==> config.mk <==
export PLATFORM = sky130hd
export DESIGN_NAME = pid_position_delta_gated_core
export DESIGN_NICKNAME = d
export VERILOG_FILES = /design/src/rtl/pidpd_pkg.sv /design/src/rtl/pid_position_delta_gated_core.sv
export SDC_FILE = /design/constraint.sdc
export NUM_CORES = 2
export LEC_CHECK = 0
export ABC_CLOCK_PERIOD_IN_PS = 51400
export BUFFER_PORTS_ARGS = -buffer_cell sky130_fd_sc_hd__buf_4
export CORE_ASPECT_RATIO = 1.25
export CORE_MARGIN = 2
export CORE_UTILIZATION = 65
export DETAILED_ROUTE_END_ITERATION = 10
export PLACE_DENSITY_LB_ADDON = 0.05
export SLEW_MARGIN = 20
export SYNTH_ARGS = -nofsm -noshare
export SYNTH_HDL_FRONTEND = slang
export SYNTH_SLANG_ARGS = --single-unit
==> constraint.sdc <==
create_clock -name clk_i -period 51.4 [get_ports clk_i]
set_input_delay 10.28 -clock clk_i [delete_from_list [all_inputs] [get_ports clk_i]]
set_output_delay 10.28 -clock clk_i [all_outputs]
set_load 0.05 [all_outputs]
==> src/rtl/pidpd_pkg.sv <==
// Package for the gated PID core: widths, register indexes and shared types.
package pidpd_pkg;

  // Fixed point and sample sizes
  localparam int FRAC_BITS    = 8;
  localparam int SAMPLE_WIDTH = 16;

  // Field widths fixed by the register map and the result
  localparam int GAIN_W  = 16;
  localparam int LIMIT_W = 15;
  localparam int GATE_W  = 16;
  localparam int CFG_W   = 16;
  localparam int DRIVE_W = 16;

  // Derived internal widths
  localparam int ERR_W  = SAMPLE_WIDTH + 1;              // target - measured
  localparam int ACC_W  = LIMIT_W + FRAC_BITS + 1;       // clamped Q values
  localparam int CMP_W  = (ERR_W > GATE_W) ? ERR_W : GATE_W;
  localparam int PROD_W = GAIN_W + ERR_W + 2;            // gain times second difference
  localparam int SUM_A  = PROD_W + 3;
  localparam int SUM_W  = (SUM_A > ACC_W + 3) ? SUM_A : ACC_W + 3;

  // Configuration register indexes
  typedef enum logic [2:0] {
    REG_GAIN_PROP     = 3'd0,
    REG_GAIN_INTEG    = 3'd1,
    REG_GAIN_DERIV    = 3'd2,
    REG_OUTPUT_LIMIT  = 3'd3,
    REG_INTEG_LIMIT   = 3'd4,
    REG_ERROR_CEILING = 3'd5,
    REG_DEAD_ZONE     = 3'd6,
    REG_LOOP_FORM     = 3'd7
  } cfg_reg_e;

  // Loop form select
  typedef enum logic {
    FORM_POSITION    = 1'b0,
    FORM_INCREMENTAL = 1'b1
  } loop_form_e;

endpackage

==> src/rtl/pid_position_delta_gated_core.sv <==
// Gated PID core, position or incremental, one request per cycle unless stalled.
//
// Usage: a request carries measured_i and target_i and is taken at a clock edge
// with in_valid_i high and in_stall_o low. Each request yields exactly one
// result (drive_o, gated_o), offered with out_valid_o and taken at an edge
// where out_stall_i is low. Results leave in request order.
// The request is captured in an input register, and the error, three gain
// multiplies, the integral clamp and the output clamp run in one combinational
// pass into the result register and the loop state.
// Throughput is one request per cycle unless stalled; the figure is set by the
// integral and previous-output feedback, which closes in that single pass.
// When the receiver stalls, the result register holds its value; the input
// register still takes one more request if empty, then in_stall_o rises until
// the result is taken.
// Reset (rst_ni low, asynchronous) empties both registers, clears the integral,
// error history and previous output, and loads the register reset values.
// Configuration writes (cfg_we_i) act at once; the user must make them when idle.
module pid_position_delta_gated_core (
  input  logic                                   clk_i,
  input  logic                                   rst_ni,
  // configuration write port
  input  logic                                   cfg_we_i,
  input  logic [2:0]                             cfg_index_i,
  input  logic [pidpd_pkg::CFG_W-1:0]            cfg_wdata_i,
  // request channel
  input  logic                                   in_valid_i,
  output logic                                   in_stall_o,
  input  logic signed [pidpd_pkg::SAMPLE_WIDTH-1:0] measured_i,
  input  logic signed [pidpd_pkg::SAMPLE_WIDTH-1:0] target_i,
  // result channel
  output logic                                   out_valid_o,
  input  logic                                   out_stall_i,
  output logic signed [pidpd_pkg::DRIVE_W-1:0]   drive_o,
  output logic                                   gated_o
);
  import pidpd_pkg::*;

  // Symmetric clamp
  function automatic logic signed [SUM_W-1:0] clamp_sym(input logic signed [SUM_W-1:0] v,
                                                        input logic signed [SUM_W-1:0] lim);
    logic signed [SUM_W-1:0] r;
    if (v > lim) begin
      r = lim;
    end else if (v < -lim) begin
      r = -lim;
    end else begin
      r = v;
    end
    return r;
  endfunction

  // Configuration registers
  logic signed [GAIN_W-1:0]  gain_prop_q, gain_integ_q, gain_deriv_q;
  logic        [LIMIT_W-1:0] output_limit_q, integ_limit_q;
  logic        [GATE_W-1:0]  error_ceiling_q, dead_zone_q;
  loop_form_e                loop_form_q;

  always_ff @(posedge clk_i or negedge rst_ni) begin
    if (!rst_ni) begin
      gain_prop_q     <= '0;
      gain_integ_q    <= '0;
      gain_deriv_q    <= '0;
      output_limit_q  <= '1;
      integ_limit_q   <= '1;
      error_ceiling_q <= '0;
      dead_zone_q     <= '0;
      loop_form_q     <= FORM_POSITION;
    end else if (cfg_we_i) begin
      case (cfg_reg_e'(cfg_index_i))
        REG_GAIN_PROP:     gain_prop_q     <= GAIN_W'(cfg_wdata_i);
        REG_GAIN_INTEG:    gain_integ_q    <= GAIN_W'(cfg_wdata_i);
        REG_GAIN_DERIV:    gain_deriv_q    <= GAIN_W'(cfg_wdata_i);
        REG_OUTPUT_LIMIT:  output_limit_q  <= cfg_wdata_i[LIMIT_W-1:0];
        REG_INTEG_LIMIT:   integ_limit_q   <= cfg_wdata_i[LIMIT_W-1:0];
        REG_ERROR_CEILING: error_ceiling_q <= GATE_W'(cfg_wdata_i);
        REG_DEAD_ZONE:     dead_zone_q     <= GATE_W'(cfg_wdata_i);
        REG_LOOP_FORM:     loop_form_q     <= loop_form_e'(cfg_wdata_i[0]);
        default: ;
      endcase
    end
  end

  // Handshake: result register frees up when empty or being taken
  logic s1_valid_q, out_valid_q;
  logic out_ready, s1_ready, in_take, s1_fire;

  assign out_ready  = !out_valid_q || !out_stall_i;
  assign s1_ready   = !s1_valid_q || out_ready;
  assign in_stall_o = !s1_ready;
  assign in_take    = in_valid_i && s1_ready;
  assign s1_fire    = s1_valid_q && out_ready;

  // Input register
  logic signed [SAMPLE_WIDTH-1:0] meas_q, tgt_q;

  always_ff @(posedge clk_i or negedge rst_ni) begin
    if (!rst_ni) begin
      s1_valid_q <= 1'b0;
    end else if (s1_ready) begin
      s1_valid_q <= in_valid_i;
    end
  end

  always_ff @(posedge clk_i) begin
    if (in_take) begin
      meas_q <= measured_i;
      tgt_q  <= target_i;
    end
  end

  // Loop state
  logic signed [ACC_W-1:0] integ_acc_q, out_prev_q;
  logic signed [ERR_W-1:0] err_last_q, err_prev_q;

  // Error and gating
  logic signed [ERR_W-1:0]   err;
  logic        [CMP_W-1:0]   mag;
  logic                      gate;

  assign err  = ERR_W'(tgt_q) - ERR_W'(meas_q);
  assign mag  = err[ERR_W-1] ? CMP_W'(-err) : CMP_W'(err);
  assign gate = ((error_ceiling_q != '0) && (mag > CMP_W'(error_ceiling_q))) ||
                ((dead_zone_q != '0) && (mag < CMP_W'(dead_zone_q)));

  // Error differences
  logic signed [ERR_W:0]   de1;
  logic signed [ERR_W+1:0] de2;

  assign de1 = (ERR_W+1)'(err) - (ERR_W+1)'(err_last_q);
  assign de2 = (ERR_W+2)'(err) - ((ERR_W+2)'(err_last_q) <<< 1) + (ERR_W+2)'(err_prev_q);

  // Three multipliers; the P and D operands are picked by loop form
  logic                      incr;
  logic signed [ERR_W+1:0]   kp_opnd, kd_opnd;
  logic signed [PROD_W-1:0]  prod_p, prod_i, prod_d;

  assign incr    = (loop_form_q == FORM_INCREMENTAL);
  assign kp_opnd = incr ? (ERR_W+2)'(de1) : (ERR_W+2)'(err);
  assign kd_opnd = incr ? de2 : (ERR_W+2)'(de1);
  assign prod_p  = gain_prop_q  * kp_opnd;
  assign prod_i  = gain_integ_q * (ERR_W+2)'(err);
  assign prod_d  = gain_deriv_q * kd_opnd;

  // Limits scaled to Q format
  logic signed [SUM_W-1:0] ilim, olim;

  assign ilim = SUM_W'($signed({1'b0, integ_limit_q})) <<< FRAC_BITS;
  assign olim = SUM_W'($signed({1'b0, output_limit_q})) <<< FRAC_BITS;

  // Position form: integral update then output sum
  logic signed [SUM_W-1:0] integ_new, q_pos;

  assign integ_new = clamp_sym(SUM_W'(integ_acc_q) + SUM_W'(prod_i), ilim);
  assign q_pos     = clamp_sym(SUM_W'(prod_p) + integ_new + SUM_W'(prod_d), olim);

  // Incremental form: increment added to previous output
  logic signed [SUM_W-1:0] inc, q_inc;

  assign inc   = SUM_W'(prod_p) + clamp_sym(SUM_W'(prod_i), ilim) + SUM_W'(prod_d);
  assign q_inc = clamp_sym(SUM_W'(out_prev_q) + inc, olim);

  // Truncate toward zero to the integer drive
  logic signed [SUM_W-1:0] q_sel, q_adj, q_int;
  logic signed [DRIVE_W-1:0] drive_calc;

  assign q_sel      = incr ? q_inc : q_pos;
  assign q_adj      = q_sel + (q_sel[SUM_W-1] ? SUM_W'((1 << FRAC_BITS) - 1) : SUM_W'(0));
  assign q_int      = q_adj >>> FRAC_BITS;
  assign drive_calc = gate ? DRIVE_W'(0) : q_int[DRIVE_W-1:0];

  // State update on an ungated request leaving the input register
  logic upd;
  assign upd = s1_fire && !gate;

  always_ff @(posedge clk_i or negedge rst_ni) begin
    if (!rst_ni) begin
      integ_acc_q <= '0;
      out_prev_q  <= '0;
      err_last_q  <= '0;
      err_prev_q  <= '0;
    end else if (upd) begin
      err_prev_q <= err_last_q;
      err_last_q <= err;
      if (incr) begin
        out_prev_q <= q_inc[ACC_W-1:0];
      end else begin
        integ_acc_q <= integ_new[ACC_W-1:0];
      end
    end
  end

  // Result register
  logic signed [DRIVE_W-1:0] drive_q;
  logic                      gated_q;

  always_ff @(posedge clk_i or negedge rst_ni) begin
    if (!rst_ni) begin
      out_valid_q <= 1'b0;
    end else if (out_ready) begin
      out_valid_q <= s1_valid_q;
    end
  end

  always_ff @(posedge clk_i) begin
    if (s1_fire) begin
      drive_q <= drive_calc;
      gated_q <= gate;
    end
  end

  assign out_valid_o = out_valid_q;
  assign drive_o     = drive_q;
  assign gated_o     = gated_q;

  // Assertions
  a_gated_zero: assert property (@(posedge clk_i) disable iff (!rst_ni)
    (out_valid_q && gated_q) |-> (drive_q == '0))
    else $error("gated result with nonzero drive");

  a_stall_full: assert property (@(posedge clk_i) disable iff (!rst_ni)
    in_stall_o |-> (s1_valid_q && out_valid_q && out_stall_i))
    else $error("request stalled while a register is free");

  a_hist_hold: assert property (@(posedge clk_i) disable iff (!rst_ni)
    !upd |=> ($stable(err_last_q) && $stable(err_prev_q)))
    else $error("error history moved without an ungated request");

endmodule
* After elaboration in Yosys (flattened, before gate mapping) *
Cells that the tools add are included.
W data, S select, Z words.

word-level totals
  bits in registers = 244
  input bits = 56
  output and inout port bits = 19
  logic and storage cells = 92

cells by class
  $add $sub $neg = 14
  multiply operators = 3
  magnitude comparators = 10
  eq/ne operators = 7
  mux-type cells = 13
  bitwise logic cells = 1
  reductions and logical operators = 26

operators with widths
  operator             number
  $mux W38             9
  $add A35 B38 Y38     2
  $add A38 B35 Y38     2
  $gt A38 B24 Y1       2
  $lt A38 B38 Y1       2
  $neg A23 Y38         2
  $mul A16 B19 Y35     2
  $add A24 B38 Y38     1
  $lt A33 B38 Y1       1
  $lt A34 B38 Y1       1
  $mux W19             2
  $add A24 B33 Y34     1
  $gt A34 B24 Y1       1
  $gt A33 B24 Y1       1
  $mul A16 B17 Y33     1
  $reduce_bool A16 Y1  2
  $add A24 B9 Y24      1
  $reduce_and A2 Y1    10
  $add A19 B17 Y19     1
  $sub A17 B18 Y19     1
  $sub A17 B17 Y18     1
  $gt A17 B16 Y1       1
  $lt A17 B16 Y1       1
  $mux W17             1
  other kinds (11)     25

* Logic depth before layout (Yosys ltp) *
  depth after elaboration = 14
  depth in mapped cells = 98
  depth with buffers taken out = 93

* Worst setup path before layout *
OpenSTA, ideal clock, no wires.

  path kind = input to output
  start point = input port out_stall_i
  end point = output port in_stall_o
  arrival time = 10.703 ns
  data required time = 41.120 ns
  setup slack = 30.417 ns
  stages on the path = 2
  path buffers = 0
  cells stage by stage = nand3_1 > inv_1

on the way
  longest elaborated chain between the ends = 4

RTL lines
  element             line                                 RTL
  start: declaration  pid_position_delta_gated_core.sv:32  input logic out_stall_i,
  $logic_not A1 Y1    pid_position_delta_gated_core.sv:87  assign out_ready = !out_valid_q || !out_stall_i;
  $logic_or A1 B1 Y1  pid_position_delta_gated_core.sv:87
  $logic_or A1 B1 Y1  pid_position_delta_gated_core.sv:88  assign s1_ready = !s1_valid_q || out_ready;
  $logic_not A1 Y1    pid_position_delta_gated_core.sv:89  assign in_stall_o = !s1_ready;
  end: declaration    pid_position_delta_gated_core.sv:27  output logic in_stall_o,

Every way passes these cells.

* Worst setup path in the final report *
  start point = register tgt_q[0]
  end point = register drive_q[11] (netlist: drive_o[11]) (data pin)

on the way
  longest elaborated chain between the ends = 14
  elaborated cells on any way between the ends = 41
  classes of those cells = add/sub: 12; mul: 3; order compare: 10; mux: 13; reduce/logical: 3

RTL lines
  element                   line                                  RTL
  start: declaration        pid_position_delta_gated_core.sv:94   logic signed [SAMPLE_WIDTH-1:0] meas_q, tgt_q;
  start signal: assignment  pid_position_delta_gated_core.sv:107  tgt_q <= target_i;
  $sub A16 B16 Y17 *        pid_position_delta_gated_core.sv:120  assign err = ERR_W'(tgt_q) - ERR_W'(meas_q);
  $mul A16 B17 Y33 *        pid_position_delta_gated_core.sv:141  assign prod_i = gain_integ_q * (ERR_W+2)'(err);
  $add A24 B33 Y34 *        pid_position_delta_gated_core.sv:153  assign integ_new = clamp_sym(SUM_W'(integ_acc_q) + SUM_W'(prod_i), ilim);
  $lt A34 B38 Y1            pid_position_delta_gated_core.sv:44   end else if (v < -lim) begin
  $mux W38                  pid_position_delta_gated_core.sv:44
  $mux W38 *                pid_position_delta_gated_core.sv:42   if (v > lim) begin
  via integ_new[14]         pid_position_delta_gated_core.sv:151  logic signed [SUM_W-1:0] integ_new, q_pos;
  $add A35 B38 Y38 *        pid_position_delta_gated_core.sv:154  assign q_pos = clamp_sym(SUM_W'(prod_p) + integ_new + SUM_W'(prod_d), olim);
  $add A38 B35 Y38 *        pid_position_delta_gated_core.sv:154
  $lt A38 B38 Y1            pid_position_delta_gated_core.sv:44
  $mux W38                  pid_position_delta_gated_core.sv:44
  $mux W38 *                pid_position_delta_gated_core.sv:42
  $mux W38 *                pid_position_delta_gated_core.sv:166  assign q_sel = incr ? q_inc : q_pos;
  $mux W8                   pid_position_delta_gated_core.sv:167  assign q_adj = q_sel + (q_sel[SUM_W-1] ? SUM_W'((1 << FRAC_BITS) - 1) : SUM_W'(0));
  $add A24 B9 Y24 *         pid_position_delta_gated_core.sv:167
  end signal: assignment    pid_position_delta_gated_core.sv:206  drive_q <= drive_calc;
  end: declaration          pid_position_delta_gated_core.sv:193  logic signed [DRIVE_W-1:0] drive_q;

Mark *: on every way through the listed nets, which the timed path passes. The rest lies on a longest branch.
A chain may end at the register's enable or synchronous reset.

==> out/results.txt <==
The tool flagged a number of max-cap violations equal to 0. Top-area cell type share of the netlist area: 32.70%. Port buffering added 74 buffers. The floorplan row count was 125; the largest stage delay on the critical path was 0.82 ns. Buffers inserted to repair hold after CTS numbered 0. In this run, synthesis inferred 49 flip-flops with an integrated enable. The CTS root buffer was clkbuf_16. Routability-driven placement finished with a final weighted congestion of 1.027.

Sequential cell area: 6391 um2. The routed layout has 50,040 vias. The number of global-route vias before repair was 52,180. Synthesis produced 6,908 cells. The number of clock buffers added by TritonCTS is 35. The logs give 0 for the final-report hold violation count and 156,900 um for the HPWL reported at the end of detailed placement.

Along the worst path, the maximum fanout reaches 25. The floorplan step defined a die boundary enclosing 96,570 um2. The core region is 93,060 um2.

The run gives 298,100 um as the wire length of the first global-routing pass. During I/O placement, the number of pins put on the boundary was 75. The kind of start point of the critical path was a flip-flop.

Clock latency reported for the late side of the worst-skew pair: 0.61 ns. The hold-critical path endpoint is err_last_q[7]. The mean number of vias per cell works out to 6.203.

Data on the critical path is required at its endpoint by 51.72 ns. The number of unique standard cell types used by synthesis is 109, and the maximum number of pins on one net before global-route repair is 72. The worst setup path is captured at a flip-flop.

Counting the fill cells in the layout gives 7,674. Along the worst hold path, the cell count comes to 2. Summed over all layers, the routed wires come to 189,400 um. The synthesized design contains 244 register bits.

The run gives 8,600 as the net count after synthesis. The number of cells on the worst reg-to-reg path is 87. The post-synthesis instance area was 61,150 um2; the initial antenna violation count was 6.

The class of the most critical setup path is reg2reg. The clock passes through at most 3 buffers. The endpoint identified for the worst register-to-register timing path is drive_o[11].

Based on the critical path, the design can be clocked at up to 0.04252 GHz. Of the synthesized area, sequential elements account for 10.45%. The post-CTS setup-driven buffer insertion count was 0; the total DRC errors in the routed layout was 0.

Measured along the y axis, the die boundary spans 346.9 um. Data arrives at the worst endpoint at 23.83 ns. At the pin with the least slew margin, the transition time is 1.279 ns. Each instance of the synthesized netlist takes up on average 8.853 um2.

Setup total negative slack on the finished layout was measured at 0 ns. Clock input transition at the sequential cells of the worst setup and hold paths: 0.06 ns. For this run, the leading register cell type out of synthesis is dfrtp_1.

The tools report the final net count as 8,524. Share of cells above drive strength 1: 7.115%. By area the synthesized netlist is led by fa_1 (33%), ha_1 (13%), inv_1 (7.7%). The pre-antenna-repair detailed-routing pass consisted of 6 iterations. The run gives 244 as the clock sink total. In this run the register-to-register setup slack is 27.88 ns.

The period utilization was 45.75%. TritonCTS built the clock tree. The run gives 0 as the number of slew-limit violations in the final report. Setup repair after global routing left no endpoint under its margin. In this run the critical register-to-register path is launched from tgt_q[0]. The run gives 3,938 as the number of violations reported at the end of detailed-routing iteration 0. After layout, the minimum clock period comes to 23.52 ns. Setup violations remaining at the end of the flow were counted as 0. Summing all multi-input logic gate instances after layout gives 49,210 um2.

Yosys printed 0 warnings. Once the clock tree was built, the resizer swapped 0 gates to a different size. The total congestion overflow was 0. For the total routing resource utilization after global routing, the log shows 40.52%.

CTS built an H-tree with a depth of 2. Once the floorplan was initialized, standard cells occupied 65.72% of the core. In this run the most critical hold path is launched from err_last_q[7].

The share of flip-flops with an asynchronous set or reset was 79.92%. The dominant cell type by area after synthesis was fa_1. Horizontal extent of the die: 278.4 um. The count of nets left with antenna violations once routing finished came out at 0. The logs give 0.05023 ns for the largest clock skew in the final design and 14.15% for the worst slew margin relative to its limit.

The worst hold path belongs to the class reg2reg. Dividing the detail-routed wire length by the instance count gives 23.48 um. Among all stages on the critical path, the largest delay is contributed by o21ba_2.

The run finished with clean final reports. The library cell used most frequently in the layout, excluding fill and tap cells, is inv_1. In the layout the commonest cells are inv_1 (1,259), fa_1 (999), nand2_1 (781). Compared with the post-synthesis result, the final layout area differs by 4.929%.
[routing by layer]
| metal | vias to the layer above | track usage (%) | part of all wire, % | wire length, um |
|---|---|---|---|---|
| met5 | - | 0 | 0.032 | 60 |
| met3 | 640 | 7.651 | 8.4 | 15910 |
| li1 | 22140 | - | - | - |
| met1 | 25090 | 49.83 | 37 | 70330 |
| met2 | 2164 | 65.40 | 46 | 87650 |
| met4 | 8 | 26.71 | 8.2 | 15490 |
[synthesized netlist by cell type, types with 10 or more instances]
cell	count
dfstp_2	30
o21a_1	84
a2111oi_0	13
nor3_1	107
and2_1	321
o22ai_1	19
nor2_1	280
nand4b_1	10
nand4_1	46
edfxtp_1	49
xor2_1	50
mux2_2	137
nand3_1	79
buf_1	19
a221oi_1	10
clkbuf_1	220
or3_1	28
dfrtp_1	165
ha_1	637
a31oi_1	39
a211oi_1	40
a211o_1	12
o211ai_1	48
o31ai_1	25
mux2i_1	41
a21oi_1	265
fa_1	999
a21o_1	106
or2_2	43
a21boi_0	32
buf_2	12
nand2_1	781
and3_1	47
nand2b_1	41
inv_1	1259
nor2b_1	79
o21bai_1	37
o21ai_1	20
xnor2_1	193
o21ai_0	256
nor3b_1	12
nor4_1	22
[cell families (layout without fill, tap and decap cells)]
| kind of cell | after synthesis | after routing | synth area share, % |
|---|---|---|---|
| xor gates and xnor gates | 244 | 244 | 3.517 |
| and+or+nand+nor | 1947 | 1947 | 15.55 |
| DFF | 244 | 244 | 10.45 |
| muxes | 183 | 183 | 3.286 |
| adders and majority gates | 1640 | 1640 | 45.80 |
| buffers and inverters | 1524 | 1475 | 9.434 |
| other | 0 | 2 | 0 |
| AOI/OAI and AO/OA | 1126 | 1126 | 11.97 |
[worst max-delay path: cells and delay by family, from the launching register on]
kind	cells	cell delay, ns
AND/OR/NAND/NOR	27	5.62
flip-flops	1	0.35
multiplexers	2	0.59
buffers and inverters	6	0.93
AO/OA/AOI/OAI	33	8.13
XOR/XNOR	4	1.54
adder cells (fa/ha/maj)	15	6.04
[cell type report]
| cell class | instances | share of cell area, % |
|---|---|---|
| Multi-Input combinational cell | 5140 | 76.70 |
| Sequential cell | 244 | 9.960 |
| Clock inverter | 20 | 0.3607 |
| Clock buffer | 44 | 1.517 |
| Timing Repair Buffer | 144 | 1.694 |
| Antenna cell | 2 | 0.007799 |
| Tap cell | 1206 | 2.352 |
| Inverter | 1267 | 7.413 |
[per-stage QoR]
stage	utilization [%]	cells	setup WS (ns)	hold WS [ns]	instance area (um2)
finish	68.96	8067	27.88	0.4895	64170
global route	68.95	8066	26.81	0.5189	64170
CTS	68.95	8065	28.28	0.4945	64160
detailed placement	67.65	8001	28.38	0.4800	62960
global placement	67.65	8001	28.65	0.4643	62950
floorplan	-	6908	30.42	0.4498	61150
[sequential cells by signal, indices dropped and copies added (netlist names)]
signal	count
dead_zone_q	16
drive_o	16
err_last_q	17
err_prev_q	17
error_ceiling_q	16
gain_deriv_q	16
gain_integ_q	16
gain_prop_q	16
gated_o	1
incr	1
integ_acc_q	24
integ_limit_q	15
meas_q	16
out_prev_q	24
out_valid_o	1
output_limit_q	15
s1_valid_q	1
tgt_q	16
[worst max-delay path by stage]
stage                      startpoint     endpoint
final                        tgt_q[0]  drive_o[11]
after detailed placement     tgt_q[0]  drive_o[15]
after global routing         tgt_q[0]  drive_o[11]
after CTS                    tgt_q[0]  drive_o[11]
after global placement       tgt_q[0]  drive_o[15]
after floorplan           out_stall_i   in_stall_o
Power is not shown: default switching activity piles up to over one toggle a cycle in this logic, so the estimate is an artifact.
